**config.mk**
```make
export PLATFORM = sky130hd
export DESIGN_NAME = tcw_ctrl
export DESIGN_NICKNAME = d
export VERILOG_FILES = /design/src/tcw_pkg.sv /design/src/tcw_ctrl.sv
export SDC_FILE = /design/constraint.sdc
export NUM_CORES = 1
export LEC_CHECK = 0
export BUFFER_PORTS_ARGS = -buffer_cell sky130_fd_sc_hd__buf_4
export CAP_MARGIN = 15
export CORE_AREA = 3 3 40 42
export CTS_BUF_LIST = sky130_fd_sc_hd__clkbuf_16
export DETAILED_ROUTE_END_ITERATION = 12
export DIE_AREA = 0 0 43 45
export GPL_TIMING_DRIVEN = 1
export PLACE_DENSITY_LB_ADDON = 0.25
export RECOVER_POWER = 25
export SYNTH_ARGS = -nofsm -noshare
export SYNTH_HDL_FRONTEND = slang
export SYNTH_SLANG_ARGS = --single-unit
export TNS_END_PERCENT = 30
```
**constraint.sdc**
```tcl
create_clock -name clk -period 1.67 [get_ports clk]
set_clock_uncertainty 0.05 [all_clocks]
set_input_delay 0.167 -clock clk [delete_from_list [all_inputs] [get_ports clk]]
set_output_delay 0.167 -clock clk [all_outputs]
set_load 0.005 [all_outputs]
```
**src/tcw_pkg.sv**
```systemverilog
// ----------------------------------------------------------------------------
// tcw_pkg
// Types and constants shared by the text console cell writer modules.
// ----------------------------------------------------------------------------
package tcw_pkg;

  localparam int CFG_IDX_W = 1;
  localparam int COLOR_W   = 4;

  localparam logic [CFG_IDX_W-1:0] REG_TEXT_COLOR = 1'd0;
  localparam logic [CFG_IDX_W-1:0] REG_BG_COLOR   = 1'd1;

  localparam logic [COLOR_W-1:0] TEXT_COLOR_RESET = 4'hF;
  localparam logic [COLOR_W-1:0] BG_COLOR_RESET   = 4'h0;

  localparam logic [7:0]  CH_NEWLINE = 8'd10;
  localparam logic [7:0]  CH_RETURN  = 8'd13;
  localparam logic [15:0] FG_MASK    = 16'h0F00;
  localparam logic [15:0] BG_MASK    = 16'hF000;
  localparam logic [15:0] RESET_CELL = 16'h0F00;

  typedef enum logic [2:0] {
    REQ_PUT    = 3'd0,
    REQ_CLEAR  = 3'd1,
    REQ_FG     = 3'd2,
    REQ_BG     = 3'd3,
    REQ_SETCUR = 3'd4,
    REQ_READ   = 3'd5
  } req_code_t;

  typedef struct packed {
    logic [2:0] req_type;
    logic [7:0] char_code;
    logic [6:0] col;
    logic [4:0] row;
  } req_t;

  typedef struct packed {
    logic [6:0]  cursor_col;
    logic [4:0]  cursor_row;
    logic [10:0] cursor_pos;
    logic [15:0] cell_data;
  } res_t;

  typedef enum logic [3:0] {
    ST_INIT,
    ST_IDLE,
    ST_EXEC,
    ST_COPY,
    ST_SWEEP,
    ST_SETCUR,
    ST_READ,
    ST_RDATA
  } state_t;

  typedef enum logic [2:0] {
    SW_INIT,
    SW_CLEAR,
    SW_BLANK_ROW,
    SW_COPY,
    SW_FG,
    SW_BG
  } sweep_mode_t;

  typedef enum logic [1:0] {
    CUR_HOLD,
    CUR_HOME,
    CUR_LOAD,
    CUR_ADVANCE
  } cursor_op_t;

  typedef struct packed {
    logic        latch;
    cursor_op_t  cur_op;
    logic        put;
    logic        sweep_start;
    sweep_mode_t sweep_mode;
    logic        sweep_run;
    logic        rd_cell;
    logic        emit;
    logic        emit_data;
  } ctrl_cmd_t;

  typedef struct packed {
    req_code_t req;
    logic      need_scroll;
    logic      sweep_done;
  } ctrl_status_t;

endpackage

```
**src/tcw_ctrl.sv**
```systemverilog
// ----------------------------------------------------------------------------
// tcw_ctrl
// Sequencer of the console: decodes the held item and steps the datapath.
// ----------------------------------------------------------------------------
module tcw_ctrl (
  input  logic                  clk,
  input  logic                  rst_n,
  input  logic                  start,
  output logic                  busy,
  input  tcw_pkg::ctrl_status_t status,
  output tcw_pkg::ctrl_cmd_t    cmd
);

  tcw_pkg::state_t state_r, state_nxt;

  always_ff @(posedge clk) begin
    if (!rst_n) begin
      state_r <= tcw_pkg::ST_INIT;
    end else begin
      state_r <= state_nxt;
    end
  end

  assign busy = (state_r != tcw_pkg::ST_IDLE);

  always_comb begin
    state_nxt = state_r;
    unique case (state_r)
      tcw_pkg::ST_INIT: begin
        if (status.sweep_done) state_nxt = tcw_pkg::ST_IDLE;
      end
      tcw_pkg::ST_IDLE: begin
        if (start) state_nxt = tcw_pkg::ST_EXEC;
      end
      tcw_pkg::ST_EXEC: begin
        unique case (status.req) inside
          tcw_pkg::REQ_PUT: begin
            state_nxt = status.need_scroll ? tcw_pkg::ST_COPY : tcw_pkg::ST_IDLE;
          end
          tcw_pkg::REQ_CLEAR, tcw_pkg::REQ_FG, tcw_pkg::REQ_BG: begin
            state_nxt = tcw_pkg::ST_SWEEP;
          end
          tcw_pkg::REQ_SETCUR: state_nxt = tcw_pkg::ST_SETCUR;
          tcw_pkg::REQ_READ:   state_nxt = tcw_pkg::ST_READ;
          default:             state_nxt = tcw_pkg::ST_IDLE;
        endcase
      end
      tcw_pkg::ST_COPY: begin
        if (status.sweep_done) state_nxt = tcw_pkg::ST_SWEEP;
      end
      tcw_pkg::ST_SWEEP: begin
        if (status.sweep_done) state_nxt = tcw_pkg::ST_IDLE;
      end
      tcw_pkg::ST_SETCUR: state_nxt = tcw_pkg::ST_IDLE;
      tcw_pkg::ST_READ:   state_nxt = tcw_pkg::ST_RDATA;
      tcw_pkg::ST_RDATA:  state_nxt = tcw_pkg::ST_IDLE;
      default:            state_nxt = tcw_pkg::ST_IDLE;
    endcase
  end

  always_comb begin
    cmd             = '0;
    cmd.cur_op      = tcw_pkg::CUR_HOLD;
    cmd.sweep_mode  = tcw_pkg::SW_CLEAR;
    unique case (state_r)
      tcw_pkg::ST_INIT: cmd.sweep_run = 1'b1;
      tcw_pkg::ST_IDLE: cmd.latch = start;
      tcw_pkg::ST_EXEC: begin
        unique case (status.req) inside
          tcw_pkg::REQ_PUT: begin
            cmd.cur_op = tcw_pkg::CUR_ADVANCE;
            cmd.put    = 1'b1;
            if (status.need_scroll) begin
              cmd.sweep_start = 1'b1;
              cmd.sweep_mode  = tcw_pkg::SW_COPY;
            end else begin
              cmd.emit = 1'b1;
            end
          end
          tcw_pkg::REQ_CLEAR: begin
            cmd.cur_op      = tcw_pkg::CUR_HOME;
            cmd.sweep_start = 1'b1;
            cmd.sweep_mode  = tcw_pkg::SW_CLEAR;
          end
          tcw_pkg::REQ_FG: begin
            cmd.sweep_start = 1'b1;
            cmd.sweep_mode  = tcw_pkg::SW_FG;
          end
          tcw_pkg::REQ_BG: begin
            cmd.sweep_start = 1'b1;
            cmd.sweep_mode  = tcw_pkg::SW_BG;
          end
          tcw_pkg::REQ_SETCUR, tcw_pkg::REQ_READ: begin
            cmd.emit = 1'b0;
          end
          default: cmd.emit = 1'b1;
        endcase
      end
      tcw_pkg::ST_COPY: begin
        cmd.sweep_run = 1'b1;
        if (status.sweep_done) begin
          cmd.sweep_start = 1'b1;
          cmd.sweep_mode  = tcw_pkg::SW_BLANK_ROW;
        end
      end
      tcw_pkg::ST_SWEEP: begin
        cmd.sweep_run = 1'b1;
        cmd.emit      = status.sweep_done;
      end
      tcw_pkg::ST_SETCUR: begin
        cmd.cur_op = tcw_pkg::CUR_LOAD;
        cmd.emit   = 1'b1;
      end
      tcw_pkg::ST_READ: cmd.rd_cell = 1'b1;
      tcw_pkg::ST_RDATA: begin
        cmd.emit      = 1'b1;
        cmd.emit_data = 1'b1;
      end
      default: cmd.emit = 1'b0;
    endcase
  end

endmodule

```
### Yosys cells after proc, flatten, opt, wreduce, memory -nomap -nowiden

Index checks and enable logic that the tools add are counted.

* eq/ne operators: 16
* multiplexer cells: 21
* reductions and logical operators: 8

Operators with widths (number)
* 4-bit two-way mux: 5
* 4-bit case mux with 5 select lines: 1
* 4-bit by 3-bit == test with 1-bit output (second input constant): 4
* 4-bit case mux with 4 select lines: 1
* 3-bit case mux with 4 select lines: 1
* 4-bit by 2-bit == test with 1-bit output (second input constant): 2
* 2-bit case mux with 2 select lines: 2
* 4-bit case mux with 2 select lines: 1
* 1-bit two-way mux: 7
* 3-bit by 2-bit == test with 1-bit output (second input constant): 2
* 3-bit == test (second input constant): 2
* 3-bit OR reduction: 2
* 5-bit OR reduction: 1
* 4-bit by 1-bit == test with 1-bit output (second input constant): 1
* 4-bit logical NOT: 1
* 2-bit != test (second input constant): 2
* 4-bit by 1-bit != test with 1-bit output (second input constant): 1
* 2-bit OR reduction: 2
* 3-bit by 1-bit == test with 1-bit output (second input constant): 1
* 3-bit logical NOT: 1
* 1-bit case mux with 3 select lines: 1
* 3-bit AND reduction: 1
* 2-bit two-way mux: 1
* 2-bit by 1-bit != test with 1-bit output (second input constant): 1
* 1-bit case mux with 2 select lines: 1

* register bits after elaboration: 4
* bits of input ports: 8
* output and inout bits: 13
* word-level logic and storage cells: 46

### Longest topological paths before layout

Gate-level depths: netlist of run 1.

* depth in word-level cells: 4
* depth in mapped cells: 4
* depth with buffers taken out: 3

### Worst setup path before layout of run 1

OpenSTA, ideal clock, no wires.

* path type: reg-to-output
* start point: register state_r[2]
* end point: output port cmd[5] (netlist name)
* data arrival time: 1143 ps
* setup slack: 310 ps
* cell stages (with the launch flop): 4
* path buffers: 0
* cell sequence: dfxtp_1 or4b_4 nor3_2 a21o_1

RTL lines
* start: declaration: RTL line tcw_ctrl.sv:14 `tcw_pkg::state_t state_r, state_nxt;`
* start signal: assignment: RTL line tcw_ctrl.sv:18 `state_r <= tcw_pkg::ST_INIT;`
* start signal: assignment: RTL line tcw_ctrl.sv:20 `state_r <= state_nxt;`
* end: declaration: RTL line tcw_ctrl.sv:11 `output tcw_pkg::ctrl_cmd_t cmd`

==> results of run 1 <==
==> timing repair <==
item                                    CTS  global route
endpoints found under the setup margin    1             4
pin swaps                                 0             1
hold buffers                              0             0
hold endpoints to repair                  0             0
resized for setup                         1             3
==> synth_stat cells, drive strengths merged <==
cell type  number
nand2           4
nand2b          4
nor2            4
dfxtp           3
nor2b           3
nor3b           3
o21ai           3
a21oi           2
and3            2
clkbuf          2
inv             2
nor3            2
o22ai           2
or4b            2
a211oi          1
a21o            1
and2            1
buf             1
mux2i           1
nand3           1
nand3b          1
o21a            1
o311a           1
o31a            1
o31ai           1
or3             1
==> through the flow <==
step	util [%]	area [sq um]	power, mW	hold WS (ns)
after CTS	48.10	618.1	0.6271	0.1477
after global placement	41.48	533.0	0.2438	0.3831
final	48.88	628.1	0.6250	0.1464
after floorplan	-	354.1	0.1685	0.2449
after detailed placement	41.48	533.0	0.2454	0.3774
after global routing	48.88	628.1	0.6574	0.1643
==> routing by layer <==
metal	part of all wire (%)	wire (um)
met5	0	0
met4	1.6	17
met2	52	552
met1	43	460
met3	3.1	33
==> cells in the final DEF, fill, tap and decap left out <==
cell and instances:
nand2b_1 4, o21ai_0 3, mux2i_1 1, nand2_1 4
nand3b_1 1, nor3_4 1, nor2_1 3, o311a_1 1
nor2b_4 1, or3_4 1, clkbuf_16 3, or4b_1 1
o22ai_1 2, clkbuf_4 1, or4b_4 1, o31a_1 1
nor2_2 1, o21a_1 1, nor3_1 1, nand3_1 1
buf_4 22, nor3b_1 3, nor2b_1 2, a21oi_1 2
and2_1 1, a211oi_1 1, o31ai_1 1, a21o_1 1
inv_1 3, dfxtp_1 3, and3_1 2
==> cell families after synthesis <==
logic type / count (synthesis) / share of synthesized area (%)
and+or+nand+nor: 28 / 50.17
DFF: 3 / 16.96
buffers and inverters: 5 / 5.654
AOI/OAI and AO/OA: 13 / 24.38
muxes: 1 / 2.827
==> worst max-delay path, stage by stage (launching register included) <==
cell     delay [ns]
dfxtp_1        0.30
or4b_4         0.56
nor3_4         0.15
a21o_1         0.13
buf_4          0.10
==> power by group through the flow <==
stage	Sequential, mW	Clock (mW)	Combinational, mW
after floorplan	0.0856	0	0.0829
after global placement	0.0861	0	0.158
after detailed placement	0.0859	0	0.159
after CTS	0.0849	0.380	0.162
after global routing	0.0861	0.385	0.186
final	0.0849	0.374	0.166
==> final cells by class <==
type                            instances  share of cell area, %
Multi-Input combinational cell         42                  46.22
Timing Repair Buffer                   23                  27.49
Clock buffer                            3                  11.95
Sequential cell                         3                  9.562
Tap cell                               15                  2.988
Inverter                                2                  1.195
Clock inverter                          1                 0.5976
==> final timing paths <==
kind / slack (ns) / end
worst max-delay path: -0.01 / cmd[5]
worst min-delay path: 0.15 / state_r[2]$_SDFFE_PN0P_
worst max register to register: 0.40 / state_r[1]$_SDFFE_PN0P_
worst min register to register: 0.75 / state_r[0]$_SDFFE_PN0P_
==> run_results.csv, run 1 <==
group,metric,value,unit
global_route,grt_pass1_vias,442,
layout,fillers,132,
placed_design,post-dp-hpwl,829.1,um
clock_network,cts_buffers,3,
layout,multi_input_area,290.3,sq um
timing,slew_viol_final,0,
power,powerDensity,995.1,nW/um^2
clock_network,post_cts_buffers,0,
routing,detail_route.wl_per_cell,11.96,um
routing,final_antenna_net_count,0,
layout,register_area,60.06,sq um
floorplan,die_x,43,um
routing,routed_wl,1064,um
placed_design,gp_congestion,0.8071,
global_route,met1_usage,15.46,%
critical_path,startpoint,"state_r[0]$_SDFFE_PN0P_",
synth,synthCells,50,
synth,synth_top_area_share,16.96,%
timing,hold_viol,0,
critical_path,startpoint_type,"flip-flop",
floorplan,pin_count,21,
clock_network,cts_tree,"yes",
global_route,grt_max_degree,13,
synth,synthesis.nets,58,
layout,nets,83,
timing,setup_tns,-0.01050,ns
timing,relSlewSlack,77.25,%
timing,rsz0062_at_grt,"yes",
synth,synth_cell_types,28,
hold_path,min_path_type,"input pin to flip-flop",
timing,clock.fmax,595.1,MHz
global_route,grt_busiest_layer,"met2",
global_route,grt_pass1_wl,1828,um
routing,drc,0,
critical_path,r2r_start,"state_r[1]$_SDFFE_PN0P_",
power,p_comb_share,26.6,%
layout,syn2layout_area_growth,77.38,%
floorplan,die_area,1935,sq um
run,maxCapViolations,0,
synth,avgSynthCellArea,7.082,sq um
clock_network,h-tree-depth,1,
layout,largest_register,"state_r",
routing,via_count,445,
floorplan,dieHeight,45,um
synth,netlist_area,354.1,sq um
floorplan,initial_utilization,27.56,%
power,p_switching,0.1494,mW
power,power.leakage,0.2983,nW
synth,yosysTopAreaCell,"dfxtp_1",
power,p_seq_share,13.6,%
placed_design,port_buffers,20,
global_route,gr-usage-met2,20.96,%
hold_path,hold_start,"rst_n",
timing,min_period,1.681,ns
clock_network,clk_path_buf_depth,2,
synth,synth_seq_cells,3,
timing,fin_ws,-0.01050,ns
power,vdd_drop_max,0.8201,mV
clock_network,root_buffer,"clkbuf_16",
placed_design,dp_slack,0.1902,ns
global_route,gr-usage-met3,2.390,%
clock_network,insertion_delay,0.22,ns
clock_network,clk_pin_slew_worst_paths,0.03,ns
power,p_clk_share,59.8,%
critical_path,cp.arrival,1.46,ns
status,outcome,"complete, but fails checks",
critical_path,r2r_cells,4,
routing,dr.first_iter.drc_count,0,
layout,largest_register_ffs,3,
synth,yosysWarnings,0,
critical_path,crit_required,1.45,ns
layout,reg_top3,"state_r: 3 flops",
synth,synth_area_leaders,"dfxtp_1 (17%), nand2b_1 (7.1%), nor3b_1 (6.4%), nor2b_1 (5.3%), o21ai_0 (4.2%)",
global_route,globalRouteOverflowTotal,0,
critical_path,worstSetupPathType,"flip-flop to output port",
layout,drive_gt1_share,41.89,%
timing,setup_viol,1,
critical_path,path_max_fanout,4,
floorplan,core,1285,sq um
timing,tightest_slew,0.3406,ns
routing,routed_via_density,5.000,
layout,instances_no_fill,89,
placed_design,dp.cells,85,
timing,finalCritPeriodShare,100.6,%
global_route,gr-usage-all-layers,12.92,%
floorplan,row_count,13,
clock_network,clock_sinks,3,
synth,yosysSeqAreaShare,16.96,%
global_route,antenna_found_initial,0,
power,p_int,0.4756,mW
hold_path,whs_path_depth,2,
power,switching_share,23.90,%
routing,drt_pass1_iterations,1,
critical_path,end_kind,"output port",
layout,n_antenna_cell,0,
status,failed_checks,"setup timing",
(Power assumes the default switching activity.)
==> inputs of run 2 (changes only) <==
ABC_AREA = 1   (was unset)
==> run_results.csv, run 2 <==
group,metric,value,unit
layout,largest_register,"state_r",
synth,async_flop_share,0,%
floorplan,row_count,13,
synth,synth.cells.most_frequent,"nand2_1 (14), nand3_1 (10), nor2_1 (9)",
synth,synthMuxAreaShare,0,%
routing,drc,0,
synth,synth_xor_area_share,0,%
global_route,globalRouteOverflowTotal,0,
layout,drive_gt1_share,35.87,%
run,maxCapViolations,0,
routing,routed_via_density,4.607,
global_route,grt_pass1_vias,447,
floorplan,core,1285,sq um
power,p_seq_share,13.9,%
power,vdd_drop_max,0.4320,mV
floorplan,dieHeight,45,um
synth,synth_edf_count,0,
layout,layout_common_cells,"buf_4 (20), nand2_1 (14), inv_1 (10), nand3_1 (10), nor2_1 (9)",
hold_path,worst_hold_path.endpoint,"state_r[0]$_SDFFE_PN0P_",
clock_network,insertion_delay,0.22,ns
clock_network,clock_sinks,3,
synth,synth_most_common_cell,"nand2_1",
synth,yosysTopAreaCell,"dfxtp_1",
power,p_int,0.5068,mW
timing,hold_viol,0,
timing,setup_tns,0,ns
timing,tightest_slew,0.2796,ns
synth,synth_seq_cells,3,
clock_network,h-tree-depth,1,
critical_path,path_max_fanout,7,
critical_path,r2r_slack,0.42,ns
timing,relSlewSlack,81.16,%
placed_design,dp_slack,0.3810,ns
routing,detail_route.wl_per_cell,10.11,um
floorplan,die_area,1935,sq um
layout,nets,101,
critical_path,startpoint_type,"flip-flop",
global_route,grt_max_degree,10,
global_route,antenna_found_initial,0,
timing,rsz0062_at_grt,"no",
clock_network,clk_path_buf_depth,2,
status,outcome,"completed",
layout,final_common_cell,"buf_4",
global_route,gr-usage-all-layers,13.05,%
power,powerDensity,1175,nW/um^2
synth,synth_simple_gate_area_share,55.45,%
synth,synthFlopType,"dfxtp_1",
timing,finalCritPeriodShare,92.06,%
power,p_comb_share,35.1,%
synth,synth_area_leaders,"dfxtp_1 (16%), nand2_1 (14%), nand3_1 (13%), nor2_1 (8.9%), inv_1 (7.9%)",
critical_path,worstSetupPathType,"flip-flop to output port",
synth,netlist_area,379.1,sq um
power,power.leakage,0.3411,nW
hold_path,hold_start,"rst_n",
placed_design,gp_congestion,0.7704,
clock_network,root_buffer,"clkbuf_16",
placed_design,port_buffers,20,
power,finalPower,0.7323,mW
critical_path,reg2reg_to,"state_r[0]$_SDFFE_PN0P_",
clock_network,cts_buffers,3,
floorplan,pin_count,21,
critical_path,cp.arrival,1.32,ns
clock_network,cts_resized,0,
routing,dr.first_iter.drc_count,8,
layout,largest_register_ffs,3,
global_route,grt_pass1_wl,1938,um
critical_path,r2r_cells,7,
power,switching_share,30.80,%
layout,reg_top3,"state_r: 3 flops",
floorplan,initial_utilization,29.50,%
timing,clock.fmax,650.4,MHz
layout,syn2layout_area_growth,64.36,%
hold_path,min_path_type,"input pin to flip-flop",
synth,synth_top_area_share,15.84,%
synth,post_synth_fa_ha_maj_area_fraction,0,%
timing,fin_ws,0.1325,ns
placed_design,post-dp-hpwl,829.5,um
routing,drt_pass1_iterations,4,
synth,synth_compound_area_share,13.86,%
floorplan,die_x,43,um
clock_network,clk_pin_slew_worst_paths,0.03,ns
layout,n_antenna_cell,0,
timing,setup_viol,0,
routing,final_antenna_net_count,0,
synth,synthCells,68,
hold_path,whs_path_depth,3,
routing,via_count,493,
timing,min_period,1.537,ns
power,p_clk_share,51.1,%
synth,yosysSeqAreaShare,15.84,%
clock_network,cts_hold_buffers,0,
timing,slew_viol_final,0,
synth,yosysWarnings,0,
synth,synthesis.nets,76,
routing,routed_wl,1082,um
synth,synth_cell_types,17,
synth,synth_top_family_by_area,"simple AND/OR/NAND/NOR gates",
clock_network,post_cts_buffers,0,
power,p_switching,0.2255,mW
clock_network,cts_tree,"yes",
critical_path,end_kind,"output port",
critical_path,r2r_start,"state_r[1]$_SDFFE_PN0P_",
synth,avgSynthCellArea,5.575,sq um
critical_path,crit_required,1.45,ns
-- run 2: kinds of logic after synthesis --
family,count (synthesis)
compound gates,10
buf+inv,13
flops,3
simple gates,42
-- run 2: power by group through the flow --
stage / Clock [mW] / Sequential (mW) / Combinational (mW)
after CTS: 0.375 / 0.102 / 0.258
after floorplan: 0 / 0.100 / 0.169
after global routing: 0.386 / 0.104 / 0.292
after detailed placement: 0 / 0.103 / 0.254
after global placement: 0 / 0.102 / 0.257
final: 0.374 / 0.102 / 0.257
-- run 2: area by class of cell --
class / count / area, sq um
clock buffers: 3 / 75.07
clock inverters: 1 / 3.754
fillers: 124 / 661.9
inverters: 12 / 45.04
multi-input cells: 52 / 262.8
flip-flops and latches: 3 / 60.06
well taps: 15 / 18.77
repair buffers: 21 / 157.7
-- run 2: critical path, cell delays in order (launching register included) --
cell and delay [ns]:
dfxtp_1 0.34, inv_2 0.14, nand2_4 0.10, nor2_4 0.10, nand2_1 0.10, nor2_2 0.11, a21oi_1 0.07, buf_4 0.14
-- run 2: how the worst max path moves through the flow --
stage,startpoint,endpoint,cells after the start
6_report,state_r[2]$_SDFFE_PN0P_,cmd[4],7
5_1_grt,state_r[2]$_SDFFE_PN0P_,cmd[4],7
4_1_cts,state_r[2]$_SDFFE_PN0P_,cmd[4],7
3_5_place_dp,state_r[2]$_SDFFE_PN0P_,cmd[4],7
3_3_place_gp,state_r[2]$_SDFFE_PN0P_,cmd[4],7
2_1_floorplan,state_r[2]$_SDFFE_PN0P_,cmd[4],6
-- run 2: metal layers --
metal  wire length (um)  GRT usage [%]  up-vias
met1                495          17.03      209
met4                  0          7.229        0
met2                513          20.06       18
li1                   -              -      266
met3                 72          2.789        0
met5                  0              0        -
-- run 2: stage by stage --
step | utilization [%] | area (sq um) | std cells | hold WS (ns)
after floorplan | - | 379.1 | 68 | 0.2428
after global placement | 42.36 | 544.3 | 103 | 0.3513
after detailed placement | 42.36 | 544.3 | 103 | 0.3593
after CTS | 48.49 | 623.1 | 107 | 0.1399
after global routing | 48.49 | 623.1 | 107 | 0.1493
final | 48.49 | 623.1 | 107 | 0.1406
